## config.mk

```make
export PLATFORM = sky130hd
export DESIGN_NAME = date_add_months_with_roll_top
export DESIGN_NICKNAME = d
export VERILOG_FILES = /design/src/rtl/dam_pkg.sv /design/src/rtl/date_add_months_with_roll_top.sv /design/src/rtl/dam_civil.sv /design/src/rtl/dam_month.sv
export SDC_FILE = /design/constraint.sdc
export NUM_CORES = 2
export LEC_CHECK = 0
export BUFFER_PORTS_ARGS = -buffer_cell sky130_fd_sc_hd__buf_2
export CAP_MARGIN = 25
export CELL_PAD_IN_SITES_DETAIL_PLACEMENT = 2
export CELL_PAD_IN_SITES_GLOBAL_PLACEMENT = 2
export CORE_MARGIN = 1
export CORE_UTILIZATION = 43
export DETAILED_ROUTE_END_ITERATION = 8
export GPL_TIMING_DRIVEN = 1
export HOLD_SLACK_MARGIN = 0.12
export PLACE_DENSITY_LB_ADDON = 0.25
export SETUP_SLACK_MARGIN = 0.02
export SLEW_MARGIN = 0
export SYNTH_ARGS = -nofsm -noshare
export SYNTH_HDL_FRONTEND = slang
export SYNTH_SLANG_ARGS = --single-unit
```

## constraint.sdc

```tcl
create_clock -name clk -period 33.2 [get_ports clk]
set_input_delay 6.64 -clock clk [delete_from_list [all_inputs] [get_ports clk]]
set_output_delay 6.64 -clock clk [all_outputs]
set_load 0.02 [all_outputs]
```

## src/rtl/dam_pkg.sv

```systemverilog
// Shared types, constants and helper functions for the Gregorian date plus months pipeline.
// Used by dam_civil, dam_month, date_add_months_with_roll_top and dam_checker. No dependencies.
`default_nettype none

package dam_pkg;

  // Field widths
  localparam int DAY_W      = 24;
  localparam int DELTA_W    = 17;
  localparam int RES_W      = 25;
  localparam int MODE_W     = 3;
  localparam int IN_DATA_W  = 48;
  localparam int OUT_DATA_W = 32;

  // Roll mode codes
  localparam logic [MODE_W-1:0] ROLL_MISSING  = 3'd0;
  localparam logic [MODE_W-1:0] ROLL_BACK     = 3'd1;
  localparam logic [MODE_W-1:0] ROLL_FWD      = 3'd2;
  localparam logic [MODE_W-1:0] ROLL_FWD_ADD  = 3'd3;
  localparam logic [MODE_W-1:0] ROLL_BACK_ADD = 3'd4;
  localparam logic [MODE_W-1:0] ROLL_RESET    = ROLL_BACK;

  // Internal widths
  localparam int Z_W      = 25;  // biased day count, always positive
  localparam int ERA_W    = 7;   // biased 400-year era
  localparam int DOE_W    = 18;  // day of era, 0..146096
  localparam int YOE_W    = 9;   // year of era, 0..399
  localparam int DOY_W    = 9;   // day of March-based year, 0..365
  localparam int MON_W    = 4;
  localparam int DAYM_W   = 5;
  localparam int YR_W     = 16;  // biased year
  localparam int TOT_W    = 20;  // biased month count
  localparam int Q1460_W  = 7;
  localparam int Q400_W   = 8;
  localparam int EPROD_W  = 25;

  localparam logic [MON_W-1:0] MON_JAN = 4'd1;
  localparam logic [MON_W-1:0] MON_FEB = 4'd2;
  localparam logic [MON_W-1:0] MON_DEC = 4'd12;
  localparam int MONTHS_YR = 12;

  // Calendar constants and biases
  localparam longint EPOCH_SHIFT = 719468;   // days from 0000-03-01 to 1970-01-01
  localparam longint DAYS_ERA    = 146097;
  localparam longint YRS_ERA     = 400;
  localparam longint ERA_BIAS    = 53;       // keeps the shifted day count positive
  localparam longint Z_OFS       = EPOCH_SHIFT + ERA_BIAS * DAYS_ERA;
  localparam longint YR_BIAS     = 32768;    // year offset carried between stages
  localparam longint YEAR_OFS    = YR_BIAS - ERA_BIAS * YRS_ERA;
  localparam longint ALIGN_ADD   = 32;       // YR_BIAS + ALIGN_ADD is a multiple of 400
  localparam longint ERA2_BIAS   = (YR_BIAS + ALIGN_ADD) / YRS_ERA;
  localparam longint DAYS_OFS    = ERA2_BIAS * DAYS_ERA + EPOCH_SHIFT;
  localparam longint DOE_LAST    = DAYS_ERA - 1;
  localparam longint DAYS_CENT   = 36524;

  // Exact reciprocals: q = (x * M) >> K for every x below 2**n,
  // with K = n + ceil(log2 d) and M = ceil(2**K / d).
  localparam int     ERA_K   = Z_W + 18;
  localparam longint ERA_M   = ((longint'(1) << ERA_K) + DAYS_ERA - 1) / DAYS_ERA;
  localparam int     ERA_MW  = $clog2(ERA_M + 1);

  localparam int     C4_K    = DOE_W + 11;
  localparam longint C4_M    = ((longint'(1) << C4_K) + 1460 - 1) / 1460;
  localparam int     C4_MW   = $clog2(C4_M + 1);

  localparam int     Y365_K  = DOE_W + 9;
  localparam longint Y365_M  = ((longint'(1) << Y365_K) + 365 - 1) / 365;
  localparam int     Y365_MW = $clog2(Y365_M + 1);

  localparam int     M12_K   = TOT_W + 4;
  localparam longint M12_M   = ((longint'(1) << M12_K) + MONTHS_YR - 1) / MONTHS_YR;
  localparam int     M12_MW  = $clog2(M12_M + 1);

  localparam int     M400_K  = YR_W + 9;
  localparam longint M400_M  = ((longint'(1) << M400_K) + YRS_ERA - 1) / YRS_ERA;
  localparam int     M400_MW = $clog2(M400_M + 1);

  // Input transaction into the pipeline
  typedef struct packed {
    logic                      valid;
    logic [DAY_W-1:0]          day_count;
    logic [DELTA_W-1:0]        month_delta;
    logic                      missing;
  } dam_in_t;

  // Civil date handed from the decode half to the month half
  typedef struct packed {
    logic                      valid;
    logic [YR_W-1:0]           year;    // year + YR_BIAS
    logic [MON_W-1:0]          month;   // 1..12
    logic [DAYM_W-1:0]         day;     // 1..31
    logic [DELTA_W-1:0]        delta;
    logic                      missing;
  } dam_civil_t;

  // Result leaving the pipeline
  typedef struct packed {
    logic                      valid;
    logic [RES_W-1:0]          days;
    logic                      missing;
  } dam_res_t;

  // First day (0-based) of each month in a year starting in March
  function automatic logic [DOY_W-1:0] doy_start(input logic [MON_W-1:0] mp);
    logic [DOY_W-1:0] r;
    unique case (mp)
      4'd0:    r = 9'd0;
      4'd1:    r = 9'd31;
      4'd2:    r = 9'd61;
      4'd3:    r = 9'd92;
      4'd4:    r = 9'd122;
      4'd5:    r = 9'd153;
      4'd6:    r = 9'd184;
      4'd7:    r = 9'd214;
      4'd8:    r = 9'd245;
      4'd9:    r = 9'd275;
      4'd10:   r = 9'd306;
      4'd11:   r = 9'd337;
      default: r = 9'd0;
    endcase
    return r;
  endfunction

  // Number of whole centuries in a year of era
  function automatic logic [1:0] cent_cnt(input logic [YOE_W-1:0] yoe);
    return 2'(yoe >= YOE_W'(100)) + 2'(yoe >= YOE_W'(200)) + 2'(yoe >= YOE_W'(300));
  endfunction

  // Length of a calendar month (1..12)
  function automatic logic [DAYM_W-1:0] month_len(input logic [MON_W-1:0] m,
                                                  input logic leap);
    logic [DAYM_W-1:0] r;
    unique case (m)
      4'd2:                      r = leap ? 5'd29 : 5'd28;
      4'd4, 4'd6, 4'd9, 4'd11:   r = 5'd30;
      default:                   r = 5'd31;
    endcase
    return r;
  endfunction

endpackage

`default_nettype wire

```

## src/rtl/date_add_months_with_roll_top.sv

```systemverilog
// Top level: Gregorian date plus months with roll, streaming in and out.
// Depends on dam_pkg, dam_civil and dam_month.
//
//   channel | dir | handshake               | payload
//   --------+-----+-------------------------+-----------------------------------------
//   s_axis  | in  | s_axis_tvalid/tready    | tdata: day_count, month_delta; tuser: miss
//   m_axis  | out | m_axis_tvalid/tready    | tdata: result_days; tuser: result_missing
//   cfg     | in  | cfg_valid/cfg_ready     | cfg_data: roll_mode
//
// One transaction per cycle sustained while the output skid spare is free; from acceptance to
// m_axis_tvalid an item passes ten stages of day-to-date decode, ten of month add and re-encode
// and one output register. Throughput is set by the pipeline, one item per stage.
// rst is synchronous; it clears the valid bits, the output skid and sets roll_mode to 1.
// A stall on m_axis freezes the whole pipeline once the two-entry output skid fills;
// s_axis_tready is a register output and cfg_ready is always high.
`default_nettype none

module date_add_months_with_roll_top (
  input  logic                            clk,
  input  logic                            rst,
  input  logic                            s_axis_tvalid,
  output logic                            s_axis_tready,
  input  logic [dam_pkg::IN_DATA_W-1:0]   s_axis_tdata,  // [23:0] day_count, [40:24] month_delta
  input  logic                            s_axis_tuser,  // [0] input_missing
  output logic                            m_axis_tvalid,
  input  logic                            m_axis_tready,
  output logic [dam_pkg::OUT_DATA_W-1:0]  m_axis_tdata,  // [24:0] result_days
  output logic                            m_axis_tuser,  // [0] result_missing
  input  logic                            cfg_valid,
  output logic                            cfg_ready,
  input  logic [dam_pkg::MODE_W-1:0]      cfg_data
);
  import dam_pkg::*;

  logic [MODE_W-1:0] roll_mode;
  logic              en;
  dam_in_t           in_item;
  dam_civil_t        civil;
  dam_res_t          res;
  logic              push;
  logic              out_valid, spare_valid;
  logic [RES_W-1:0]  out_days, spare_days;
  logic              out_miss, spare_miss;

  // Roll mode register
  always_ff @(posedge clk) begin
    if (rst) begin
      roll_mode <= ROLL_RESET;
    end else if (cfg_valid && cfg_ready) begin
      roll_mode <= cfg_data;
    end
  end

  assign cfg_ready = 1'b1;

  // Pipeline moves whenever the skid spare is free
  assign en            = !spare_valid;
  assign s_axis_tready = en;

  always_comb begin
    in_item.valid       = s_axis_tvalid;
    in_item.day_count   = s_axis_tdata[DAY_W-1:0];
    in_item.month_delta = s_axis_tdata[DAY_W +: DELTA_W];
    in_item.missing     = s_axis_tuser;
  end

  dam_civil u_civil (
    .clk      (clk),
    .rst      (rst),
    .en       (en),
    .in_item  (in_item),
    .out_item (civil)
  );

  dam_month u_month (
    .clk       (clk),
    .rst       (rst),
    .en        (en),
    .roll_mode (roll_mode),
    .in_item   (civil),
    .out_item  (res)
  );

  assign push = res.valid && en;

  // Output register with skid spare
  always_ff @(posedge clk) begin
    if (rst) begin
      out_valid   <= 1'b0;
      spare_valid <= 1'b0;
    end else if (!out_valid || m_axis_tready) begin
      if (spare_valid) begin
        out_valid   <= 1'b1;
        spare_valid <= 1'b0;
      end else begin
        out_valid <= push;
      end
    end else if (push) begin
      spare_valid <= 1'b1;
    end
  end

  always_ff @(posedge clk) begin
    if (!out_valid || m_axis_tready) begin
      if (spare_valid) begin
        out_days <= spare_days;
        out_miss <= spare_miss;
      end else if (push) begin
        out_days <= res.days;
        out_miss <= res.missing;
      end
    end else if (push) begin
      spare_days <= res.days;
      spare_miss <= res.missing;
    end
  end

  assign m_axis_tvalid = out_valid;
  assign m_axis_tdata  = {{(OUT_DATA_W-RES_W){1'b0}}, out_days};
  assign m_axis_tuser  = out_miss;

endmodule

`default_nettype wire

```

## src/rtl/dam_civil.sv

```systemverilog
// Ten-stage pipeline: signed day count to biased civil year, month and day.
// Depends on dam_pkg.
`default_nettype none

module dam_civil (
  input  logic                clk,
  input  logic                rst,
  input  logic                en,
  input  dam_pkg::dam_in_t    in_item,
  output dam_pkg::dam_civil_t out_item
);
  import dam_pkg::*;

  localparam int STAGES = 10;

  logic [STAGES-1:0]  vld;
  logic [DELTA_W-1:0] delta_q [STAGES];
  logic               miss_q  [STAGES];

  logic [Z_W-1:0]     s1_z, s2_z;
  logic [ERA_W-1:0]   s2_era, s3_era, s4_era, s5_era, s6_era, s7_era, s8_era, s9_era;
  logic [DOE_W-1:0]   s3_doe, s4_doe, s5_doe, s6_doe, s7_doe;
  logic [Q1460_W-1:0] s4_c4;
  logic [2:0]         s4_c100;
  logic               s4_c400;
  logic [DOE_W-1:0]   s5_t;
  logic [YOE_W-1:0]   s6_yoe, s7_yoe, s8_yoe, s9_yoe;
  logic [DOE_W-1:0]   s7_p;
  logic [DOY_W-1:0]   s8_doy, s9_doy;
  logic [MON_W-1:0]   s9_mp;
  logic [YR_W-1:0]    s10_year;
  logic [MON_W-1:0]   s10_mon;
  logic [DAYM_W-1:0]  s10_day;

  logic [Z_W+ERA_MW-1:0]    era_prod;
  logic [Z_W-1:0]           era_days;
  logic [DOE_W+C4_MW-1:0]   c4_prod;
  logic [DOE_W+Y365_MW-1:0] y_prod;
  logic [MON_W-1:0]         mp_cnt;
  logic [MON_W-1:0]         mon_c;
  logic [DOY_W-1:0]         day_c;
  logic [YR_W-1:0]          year_c;

  // Valid bits and side fields move with the stages
  always_ff @(posedge clk) begin
    if (rst) begin
      vld <= '0;
    end else if (en) begin
      vld <= {vld[STAGES-2:0], in_item.valid};
    end
  end

  always_ff @(posedge clk) begin
    if (en) begin
      delta_q[0] <= in_item.month_delta;
      miss_q[0]  <= in_item.missing;
      for (int i = 1; i < STAGES; i++) begin
        delta_q[i] <= delta_q[i-1];
        miss_q[i]  <= miss_q[i-1];
      end
    end
  end

  // Arithmetic for the stages
  always_comb begin
    era_prod = (Z_W+ERA_MW)'(s1_z) * (Z_W+ERA_MW)'(ERA_M);
    era_days = Z_W'(s2_era) * Z_W'(DAYS_ERA);
    c4_prod  = (DOE_W+C4_MW)'(s3_doe) * (DOE_W+C4_MW)'(C4_M);
    y_prod   = (DOE_W+Y365_MW)'(s5_t) * (DOE_W+Y365_MW)'(Y365_M);
    // month of the March-based year by threshold count
    mp_cnt = '0;
    for (int i = 1; i < MONTHS_YR; i++) begin
      mp_cnt = mp_cnt + MON_W'(s8_doy >= doy_start(MON_W'(i)));
    end
    mon_c  = (s9_mp < MON_W'(10)) ? s9_mp + MON_W'(3) : s9_mp - MON_W'(9);
    day_c  = s9_doy - doy_start(s9_mp) + DOY_W'(1);
    year_c = YR_W'(s9_era) * YR_W'(YRS_ERA) + YR_W'(YEAR_OFS) + YR_W'(s9_yoe)
           + YR_W'(mon_c <= MON_FEB);
  end

  // Payload registers
  always_ff @(posedge clk) begin
    if (en) begin
      // stage 1: shift so that the day count is positive
      s1_z <= {in_item.day_count[DAY_W-1], in_item.day_count} + Z_W'(Z_OFS);
      // stage 2: era
      s2_z   <= s1_z;
      s2_era <= era_prod[ERA_K +: ERA_W];
      // stage 3: day of era
      s3_era <= s2_era;
      s3_doe <= DOE_W'(s2_z - era_days);
      // stage 4: leap corrections
      s4_era  <= s3_era;
      s4_doe  <= s3_doe;
      s4_c4   <= c4_prod[C4_K +: Q1460_W];
      s4_c100 <= 3'(s3_doe >= DOE_W'(DAYS_CENT)) + 3'(s3_doe >= DOE_W'(2 * DAYS_CENT))
               + 3'(s3_doe >= DOE_W'(3 * DAYS_CENT)) + 3'(s3_doe >= DOE_W'(DOE_LAST));
      s4_c400 <= (s3_doe == DOE_W'(DOE_LAST));
      // stage 5: corrected day count
      s5_era <= s4_era;
      s5_doe <= s4_doe;
      s5_t   <= s4_doe - DOE_W'(s4_c4) + DOE_W'(s4_c100) - DOE_W'(s4_c400);
      // stage 6: year of era
      s6_era <= s5_era;
      s6_doe <= s5_doe;
      s6_yoe <= y_prod[Y365_K +: YOE_W];
      // stage 7: days before that year
      s7_era <= s6_era;
      s7_doe <= s6_doe;
      s7_yoe <= s6_yoe;
      s7_p   <= DOE_W'(s6_yoe) * DOE_W'(365) + DOE_W'(s6_yoe >> 2) - DOE_W'(cent_cnt(s6_yoe));
      // stage 8: day of year
      s8_era <= s7_era;
      s8_yoe <= s7_yoe;
      s8_doy <= DOY_W'(s7_doe - s7_p);
      // stage 9: month of year
      s9_era <= s8_era;
      s9_yoe <= s8_yoe;
      s9_doy <= s8_doy;
      s9_mp  <= mp_cnt;
      // stage 10: civil fields
      s10_year <= year_c;
      s10_mon  <= mon_c;
      s10_day  <= DAYM_W'(day_c);
    end
  end

  always_comb begin
    out_item.valid   = vld[STAGES-1];
    out_item.year    = s10_year;
    out_item.month   = s10_mon;
    out_item.day     = s10_day;
    out_item.delta   = delta_q[STAGES-1];
    out_item.missing = miss_q[STAGES-1];
  end

endmodule

`default_nettype wire

```

## src/rtl/dam_month.sv

```systemverilog
// Ten-stage pipeline: add months, apply the roll mode, convert back to a day count.
// Depends on dam_pkg.
`default_nettype none

module dam_month (
  input  logic                clk,
  input  logic                rst,
  input  logic                en,
  input  logic [dam_pkg::MODE_W-1:0] roll_mode,
  input  dam_pkg::dam_civil_t in_item,
  output dam_pkg::dam_res_t   out_item
);
  import dam_pkg::*;

  localparam int STAGES = 10;

  logic [STAGES-1:0] vld;

  logic [TOT_W-1:0]  t1_tot, t2_tot;
  logic [DAYM_W-1:0] t1_day, t2_day, t3_day, t4_day, t5_day, t6_day, t7_day;
  logic              t1_dneg, t2_dneg, t3_dneg, t4_dneg, t5_dneg;
  logic              t1_miss, t2_miss, t3_miss, t4_miss, t5_miss, t6_miss, t7_miss;
  logic              t8_miss, t9_miss;
  logic [YR_W-1:0]   t2_ny, t3_yr, t4_yr, t5_yr, t6_yr;
  logic [YR_W-1:0]   t3_wn, t4_wn, t7_w;
  logic [MON_W-1:0]  t3_mon, t4_mon, t5_mon, t6_mon, t7_mon;
  logic [Q400_W-1:0] t4_q, t7_q, t8_q;
  logic [DAYM_W-1:0] t5_mlen;
  logic [YOE_W-1:0]  t8_yoe;
  logic [DOY_W-1:0]  t8_doy;
  logic [DOE_W-1:0]  t9_doe;
  logic [EPROD_W-1:0] t9_eprod;
  logic [RES_W-1:0]  t10_days;
  logic              t10_miss;

  logic [TOT_W-1:0]         tot_c;
  logic [TOT_W+M12_MW-1:0]  ny_prod;
  logic [YR_W+M400_MW-1:0]  q_prod, q2_prod;
  logic [YOE_W-1:0]         r400;
  logic                     leap;
  logic                     over, fwd, mode_ok;
  logic [YR_W-1:0]          yr_n;
  logic [MON_W-1:0]         mon_n;
  logic [DAYM_W-1:0]        day_n;
  logic                     miss_n;
  logic [YR_W-1:0]          w_c;
  logic [MON_W-1:0]         mp2;
  logic [RES_W:0]           sum_c;

  always_ff @(posedge clk) begin
    if (rst) begin
      vld <= '0;
    end else if (en) begin
      vld <= {vld[STAGES-2:0], in_item.valid};
    end
  end

  // Month arithmetic, leap test and roll decision
  always_comb begin
    tot_c   = TOT_W'(in_item.year) * TOT_W'(MONTHS_YR) + TOT_W'(in_item.month) - TOT_W'(1)
            + {{(TOT_W-DELTA_W){in_item.delta[DELTA_W-1]}}, in_item.delta};
    ny_prod = (TOT_W+M12_MW)'(t1_tot) * (TOT_W+M12_MW)'(M12_M);
    q_prod  = (YR_W+M400_MW)'(t3_wn) * (YR_W+M400_MW)'(M400_M);
    r400    = YOE_W'(t4_wn - YR_W'(t4_q) * YR_W'(YRS_ERA));
    leap    = (r400[1:0] == 2'b00) && (r400 != YOE_W'(100)) && (r400 != YOE_W'(200))
            && (r400 != YOE_W'(300));

    over    = t5_day > t5_mlen;
    fwd     = 1'b0;
    mode_ok = 1'b1;
    unique case (roll_mode)
      ROLL_MISSING:  mode_ok = 1'b0;
      ROLL_BACK:     fwd = 1'b0;
      ROLL_FWD:      fwd = 1'b1;
      ROLL_FWD_ADD:  fwd = !t5_dneg;
      ROLL_BACK_ADD: fwd = t5_dneg;
      default:       mode_ok = 1'b0;
    endcase
    yr_n   = t5_yr;
    mon_n  = t5_mon;
    day_n  = t5_day;
    miss_n = t5_miss;
    if (over) begin
      if (!mode_ok) begin
        miss_n = 1'b1;
      end else if (fwd) begin
        day_n = DAYM_W'(1);
        if (t5_mon == MON_DEC) begin
          yr_n  = t5_yr + YR_W'(1);
          mon_n = MON_JAN;
        end else begin
          mon_n = t5_mon + MON_W'(1);
        end
      end else begin
        day_n = t5_mlen;
      end
    end

    // back to days: year aligned to a 400-year boundary
    w_c     = t6_yr + YR_W'(ALIGN_ADD) - YR_W'(t6_mon <= MON_FEB);
    q2_prod = (YR_W+M400_MW)'(w_c) * (YR_W+M400_MW)'(M400_M);
    mp2     = (t7_mon > MON_FEB) ? t7_mon - MON_W'(3) : t7_mon + MON_W'(9);
    sum_c   = (RES_W+1)'(t9_eprod) + (RES_W+1)'(t9_doe) - (RES_W+1)'(DAYS_OFS);
  end

  always_ff @(posedge clk) begin
    if (en) begin
      // stage 1: biased month count
      t1_tot  <= tot_c;
      t1_day  <= in_item.day;
      t1_dneg <= in_item.delta[DELTA_W-1];
      t1_miss <= in_item.missing;
      // stage 2: new year
      t2_tot  <= t1_tot;
      t2_ny   <= ny_prod[M12_K +: YR_W];
      t2_day  <= t1_day;
      t2_dneg <= t1_dneg;
      t2_miss <= t1_miss;
      // stage 3: new month
      t3_yr   <= t2_ny;
      t3_wn   <= t2_ny + YR_W'(ALIGN_ADD);
      t3_mon  <= MON_W'(t2_tot - TOT_W'(t2_ny) * TOT_W'(MONTHS_YR)) + MON_W'(1);
      t3_day  <= t2_day;
      t3_dneg <= t2_dneg;
      t3_miss <= t2_miss;
      // stage 4: 400-year quotient for the leap test
      t4_q    <= q_prod[M400_K +: Q400_W];
      t4_wn   <= t3_wn;
      t4_yr   <= t3_yr;
      t4_mon  <= t3_mon;
      t4_day  <= t3_day;
      t4_dneg <= t3_dneg;
      t4_miss <= t3_miss;
      // stage 5: month length
      t5_mlen <= month_len(t4_mon, leap);
      t5_yr   <= t4_yr;
      t5_mon  <= t4_mon;
      t5_day  <= t4_day;
      t5_dneg <= t4_dneg;
      t5_miss <= t4_miss;
      // stage 6: roll
      t6_yr   <= yr_n;
      t6_mon  <= mon_n;
      t6_day  <= day_n;
      t6_miss <= miss_n;
      // stage 7: era of the final date
      t7_w    <= w_c;
      t7_q    <= q2_prod[M400_K +: Q400_W];
      t7_mon  <= t6_mon;
      t7_day  <= t6_day;
      t7_miss <= t6_miss;
      // stage 8: year of era and day of year
      t8_q    <= t7_q;
      t8_yoe  <= YOE_W'(t7_w - YR_W'(t7_q) * YR_W'(YRS_ERA));
      t8_doy  <= doy_start(mp2) + DOY_W'(t7_day) - DOY_W'(1);
      t8_miss <= t7_miss;
      // stage 9: day of era and era days
      t9_doe   <= DOE_W'(t8_yoe) * DOE_W'(365) + DOE_W'(t8_yoe >> 2)
                - DOE_W'(cent_cnt(t8_yoe)) + DOE_W'(t8_doy);
      t9_eprod <= EPROD_W'(t8_q) * EPROD_W'(DAYS_ERA);
      t9_miss  <= t8_miss;
      // stage 10: day count
      t10_days <= t9_miss ? '0 : sum_c[RES_W-1:0];
      t10_miss <= t9_miss;
    end
  end

  always_comb begin
    out_item.valid   = vld[STAGES-1];
    out_item.days    = t10_days;
    out_item.missing = t10_miss;
  end

endmodule

`default_nettype wire

```

==> summary.md <==
The run finished with clean final reports. For the number of slew-limit violations in the final report, the log shows 0. Clock skew on the completed layout was measured at 0.0399 ns. For this block, the via count after detailed routing is 47700. At the worst endpoint, the required time is 33.68 ns. Entering global routing, the biggest net connects 197 pins.

Once detailed placement completed, the half-perimeter wirelength came to 171 mm. Max-cap violations in this run came to 0. Summed over all layers, the routed wires come to 209 mm.

The longest individual stage delay on the worst path was 0.56 ns. The most used flip-flop cell after synthesis is sky130_fd_sc_hd__edfxtp_1. The tools report the maximum level of the CTS H-tree as 3. The proportion of layout cells with a drive suffix above 1 came out at 0.0437. Final setup violation count: 0. The number of global-route vias before repair came out at 57700.

The post-route cell area is 85500 um2, and the number of hold buffers added after cts is 0. A synthesized cell averages 12.0 um2. The number of antenna diodes in the final layout is 0.

The post-route clock period utilization is 0.287. For the detailed-routing iteration count for the pre-antenna-repair pass, the log shows 7. The worst setup path is of the register to register kind.

Tightest slew margin relative to the limit: 0.0906. Input and output buffers added on the ports amount to 77. Along the worst path, the maximum fanout reaches 6. For the final count of hold timing violations, the log shows 0.

STA classifies the critical path endpoint as a register. The tools report the count of unresolved DRC violations after routing as 0. The type of element launching the critical path was a register. The clock passes through at most 3 buffers. Summed over all failing endpoints, the final setup total negative slack is 0 ns.

Utilization after layout: 0.471. The count of buffering cells on the critical path with inverters included was 6. Setup repair after global routing left no endpoint under its margin.

The number of CTS-inserted buffers was 95. The Yosys step of the flow raised 0 warnings. The height of the die works out to 430 um. The smallest clock period supported by the final layout is computed as 9.53 ns.

For this design, the slowest cell found on the critical path is sky130_fd_sc_hd__fa_1. The post-synthesis sequential area ratio was 0.319; the post-synthesis cell type count was 84. The core region is 182000 um2.

The number of clock sinks seen by CTS is 848. After detailed routing, the average wire length per cell comes to 22.7 um. The logs give 0.435 for the initial core utilization and 10.01 ns for the critical path arrival. Total grt overflow: 0. Summing all placed instances gives a cell area of 82400 um2.

For the pin with the worst max-slew slack, the measured transition is 1.36 ns. TritonCTS built the clock tree. Once routing completed, OpenROAD measured the worst setup slack at 23.67 ns. Share of synthesized registers carrying an async set or reset: 0. Row generation in the floorplan step produced 156 rows. The tools report the synthesized instance count as 6594. The number of buffers inserted to repair setup after CTS was 0; the worst setup slack before clock tree synthesis was 23.56 ns. After the last flow step, the layout net total stands at 9205. The clock latency reported for the late side of the worst-skew pair came out at 0.75 ns.

Post-CTS repair changed the size of 0 cells. The number of antenna violations at the first check in global routing is 2, and the wire length of the first global-routing pass is 332 mm. The cell sitting at the root of the clock tree is a sky130_fd_sc_hd__clkbuf_16. The die span in x is 430 um. The number of enable-type register cells in the synthesized netlist was 818; the number of fill cells was 18000. Among the stages of the critical path, the cell type that occurs most often is sky130_fd_sc_hd__fa_1.

The type of the worst min-delay path was register to register. The achievable clock frequency is 105 MHz, and the DRC marker count from the first detailed-route iteration is 1883. The die covers 185000 um2. The post-synthesis register bit count was 848. Dividing the detail-routed via count by the number of cells gives 5.18. Summing every instance area after synthesis gives 78900 um2. The area growth from synthesis to final layout was 8.30%. The top-level port count was 93. Family with the most delay on the worst path: adder cells.

The total global-route track usage was 0.233. The count of antenna-violating nets left after detailed routing was 0; the clock edge transition at the registers on the reported setup and hold paths was 0.06 ns. For the last weighted congestion value of the routability-driven placer, the log shows 0.856.
## placed cells by master (no fill, tap or decap), types with 8 or more instances in the layout
master | Yosys | final
sky130_fd_sc_hd__clkinv_1 | 0 | 25
sky130_fd_sc_hd__a21o_1 | 126 | 126
sky130_fd_sc_hd__nand2_1 | 121 | 121
sky130_fd_sc_hd__mux2_2 | 28 | 28
sky130_fd_sc_hd__nor2b_1 | 51 | 50
sky130_fd_sc_hd__buf_4 | 8 | 29
sky130_fd_sc_hd__ha_1 | 1456 | 1456
sky130_fd_sc_hd__nor4_1 | 8 | 8
sky130_fd_sc_hd__o21ai_0 | 95 | 95
sky130_fd_sc_hd__edfxtp_1 | 818 | 818
sky130_fd_sc_hd__nor2_1 | 172 | 172
sky130_fd_sc_hd__a211oi_1 | 11 | 11
sky130_fd_sc_hd__mux2i_1 | 26 | 26
sky130_fd_sc_hd__buf_2 | 1 | 78
sky130_fd_sc_hd__a21oi_1 | 175 | 175
sky130_fd_sc_hd__or2_2 | 14 | 14
sky130_fd_sc_hd__o21ai_1 | 18 | 18
sky130_fd_sc_hd__conb_1 | 2 | 8
sky130_fd_sc_hd__fa_1 | 916 | 916
sky130_fd_sc_hd__o21a_1 | 31 | 31
sky130_fd_sc_hd__and3_1 | 32 | 32
sky130_fd_sc_hd__clkbuf_16 | 0 | 96
sky130_fd_sc_hd__nand2b_1 | 21 | 21
sky130_fd_sc_hd__xnor2_1 | 230 | 230
sky130_fd_sc_hd__nand3_1 | 62 | 62
sky130_fd_sc_hd__xor2_1 | 91 | 91
sky130_fd_sc_hd__nand4_1 | 33 | 33
sky130_fd_sc_hd__nor3b_1 | 10 | 9
sky130_fd_sc_hd__a31oi_1 | 24 | 24
sky130_fd_sc_hd__nor3_1 | 49 | 49
sky130_fd_sc_hd__o31a_1 | 9 | 9
sky130_fd_sc_hd__a21boi_0 | 13 | 13
sky130_fd_sc_hd__bufinv_16 | 0 | 9
sky130_fd_sc_hd__clkbuf_1 | 18 | 20
sky130_fd_sc_hd__dfxtp_1 | 30 | 29
sky130_fd_sc_hd__or3_1 | 8 | 8
sky130_fd_sc_hd__inv_1 | 1717 | 1716
sky130_fd_sc_hd__and2_1 | 8 | 8
sky130_fd_sc_hd__o21bai_1 | 27 | 27
sky130_fd_sc_hd__o211ai_1 | 8 | 8
## path summary, 6_finish.rpt
check,from,end,slack [ns],depth (start not counted)
hold / removal,u_civil.miss_q[3],u_civil.miss_q[4],0.41,0
hold reg to reg,u_civil.miss_q[3],u_civil.miss_q[4],0.41,0
setup reg to reg,u_month.t6_mon[0],u_month.t7_q[4],23.67,36
setup / recovery,u_month.t6_mon[0],u_month.t7_q[4],23.67,36
## state kept, by name (all words and copies together) (netlist names), 18 cells and up, named ones only
register,count
u_civil.s5_t,18
out_days,25
u_civil.s3_doe,18
u_civil.s4_doe,18
u_civil.s2_z,18
u_month.t10_days,25
u_month.t1_tot,20
u_civil.s1_z,25
u_civil.delta_q,170
spare_days,25
u_month.t9_doe,18
u_month.t9_eprod,25
## layout make-up
class / instances / area (um2) / share of cell area
clock buffer: 116 / 2480 / 0.0290
clock inverter: 50 / 549 / 0.00642
inverter: 1717 / 6450 / 0.0755
multi-input combinational: 4004 / 47200 / 0.552
sequential: 848 / 25200 / 0.294
tap: 2370 / 2970 / 0.0347
timing repair buffer: 110 / 676 / 0.00790
## stage by stage
| stage | hold slack, ns | cells |
|---|---|---|
| floorplan | 0.400 | 6600 |
| global placement | 0.401 | 9047 |
| detailed placement | 0.405 | 9048 |
| global route | 0.416 | 9215 |
| finish | 0.411 | 9215 |
| CTS | 0.402 | 9214 |
## metal layers
layer / routed length (um) / track usage / vias up
met5: 7 / 0 / -
met2: 116000 / 0.451 / 531
met4: 6160 / 0.0657 / 2
met3: 3890 / 0.0229 / 331
li1: - / - / 21900
met1: 83200 / 0.269 / 24900
## kinds of logic (layout without fill, tap and decap cells)
family          Yosys count  after routing  synth area share
flops                   848            848             0.319
simple gates            614            614            0.0384
compound gates          634            634            0.0530
fa+ha+maj              2372           2372             0.463
mux                      54             54           0.00729
buf+inv                1748           1993            0.0836
other cells               2              8         0.0000951
xor+xnor                322            322            0.0358
## synthesized netlist by cell type, types with 8 or more instances
library cell               number  share of area
sky130_fd_sc_hd__inv_1       1717          0.082
sky130_fd_sc_hd__ha_1        1456           0.23
sky130_fd_sc_hd__fa_1         916           0.23
sky130_fd_sc_hd__edfxtp_1     818           0.31
sky130_fd_sc_hd__xnor2_1      230          0.026
sky130_fd_sc_hd__a21oi_1      175          0.011
sky130_fd_sc_hd__nor2_1       172         0.0082
sky130_fd_sc_hd__a21o_1       126          0.012
sky130_fd_sc_hd__nand2_1      121         0.0058
sky130_fd_sc_hd__o21ai_0       95         0.0060
sky130_fd_sc_hd__xor2_1        91          0.010
sky130_fd_sc_hd__nand3_1       62         0.0039
sky130_fd_sc_hd__nor2b_1       51         0.0040
sky130_fd_sc_hd__nor3_1        49         0.0031
sky130_fd_sc_hd__nand4_1       33         0.0026
sky130_fd_sc_hd__and3_1        32         0.0025
sky130_fd_sc_hd__o21a_1        31         0.0029
sky130_fd_sc_hd__dfxtp_1       30         0.0076
sky130_fd_sc_hd__mux2_2        28         0.0040
sky130_fd_sc_hd__o21bai_1      27         0.0026
sky130_fd_sc_hd__mux2i_1       26         0.0033
sky130_fd_sc_hd__a31oi_1       24         0.0019
sky130_fd_sc_hd__nand2b_1      21         0.0017
sky130_fd_sc_hd__clkbuf_1      18        0.00086
sky130_fd_sc_hd__o21ai_1       18         0.0011
sky130_fd_sc_hd__or2_2         14         0.0011
sky130_fd_sc_hd__a21boi_0      13         0.0012
sky130_fd_sc_hd__a211oi_1      11         0.0010
sky130_fd_sc_hd__nor3b_1       10        0.00095
sky130_fd_sc_hd__o31a_1         9         0.0010
sky130_fd_sc_hd__and2_1         8        0.00063
sky130_fd_sc_hd__buf_4          8        0.00076
sky130_fd_sc_hd__nor4_1         8        0.00063
sky130_fd_sc_hd__o211ai_1       8        0.00076
sky130_fd_sc_hd__or3_1          8        0.00063
Power is not shown: default switching activity piles up to over one toggle a cycle in this logic, so the estimate is an artifact.
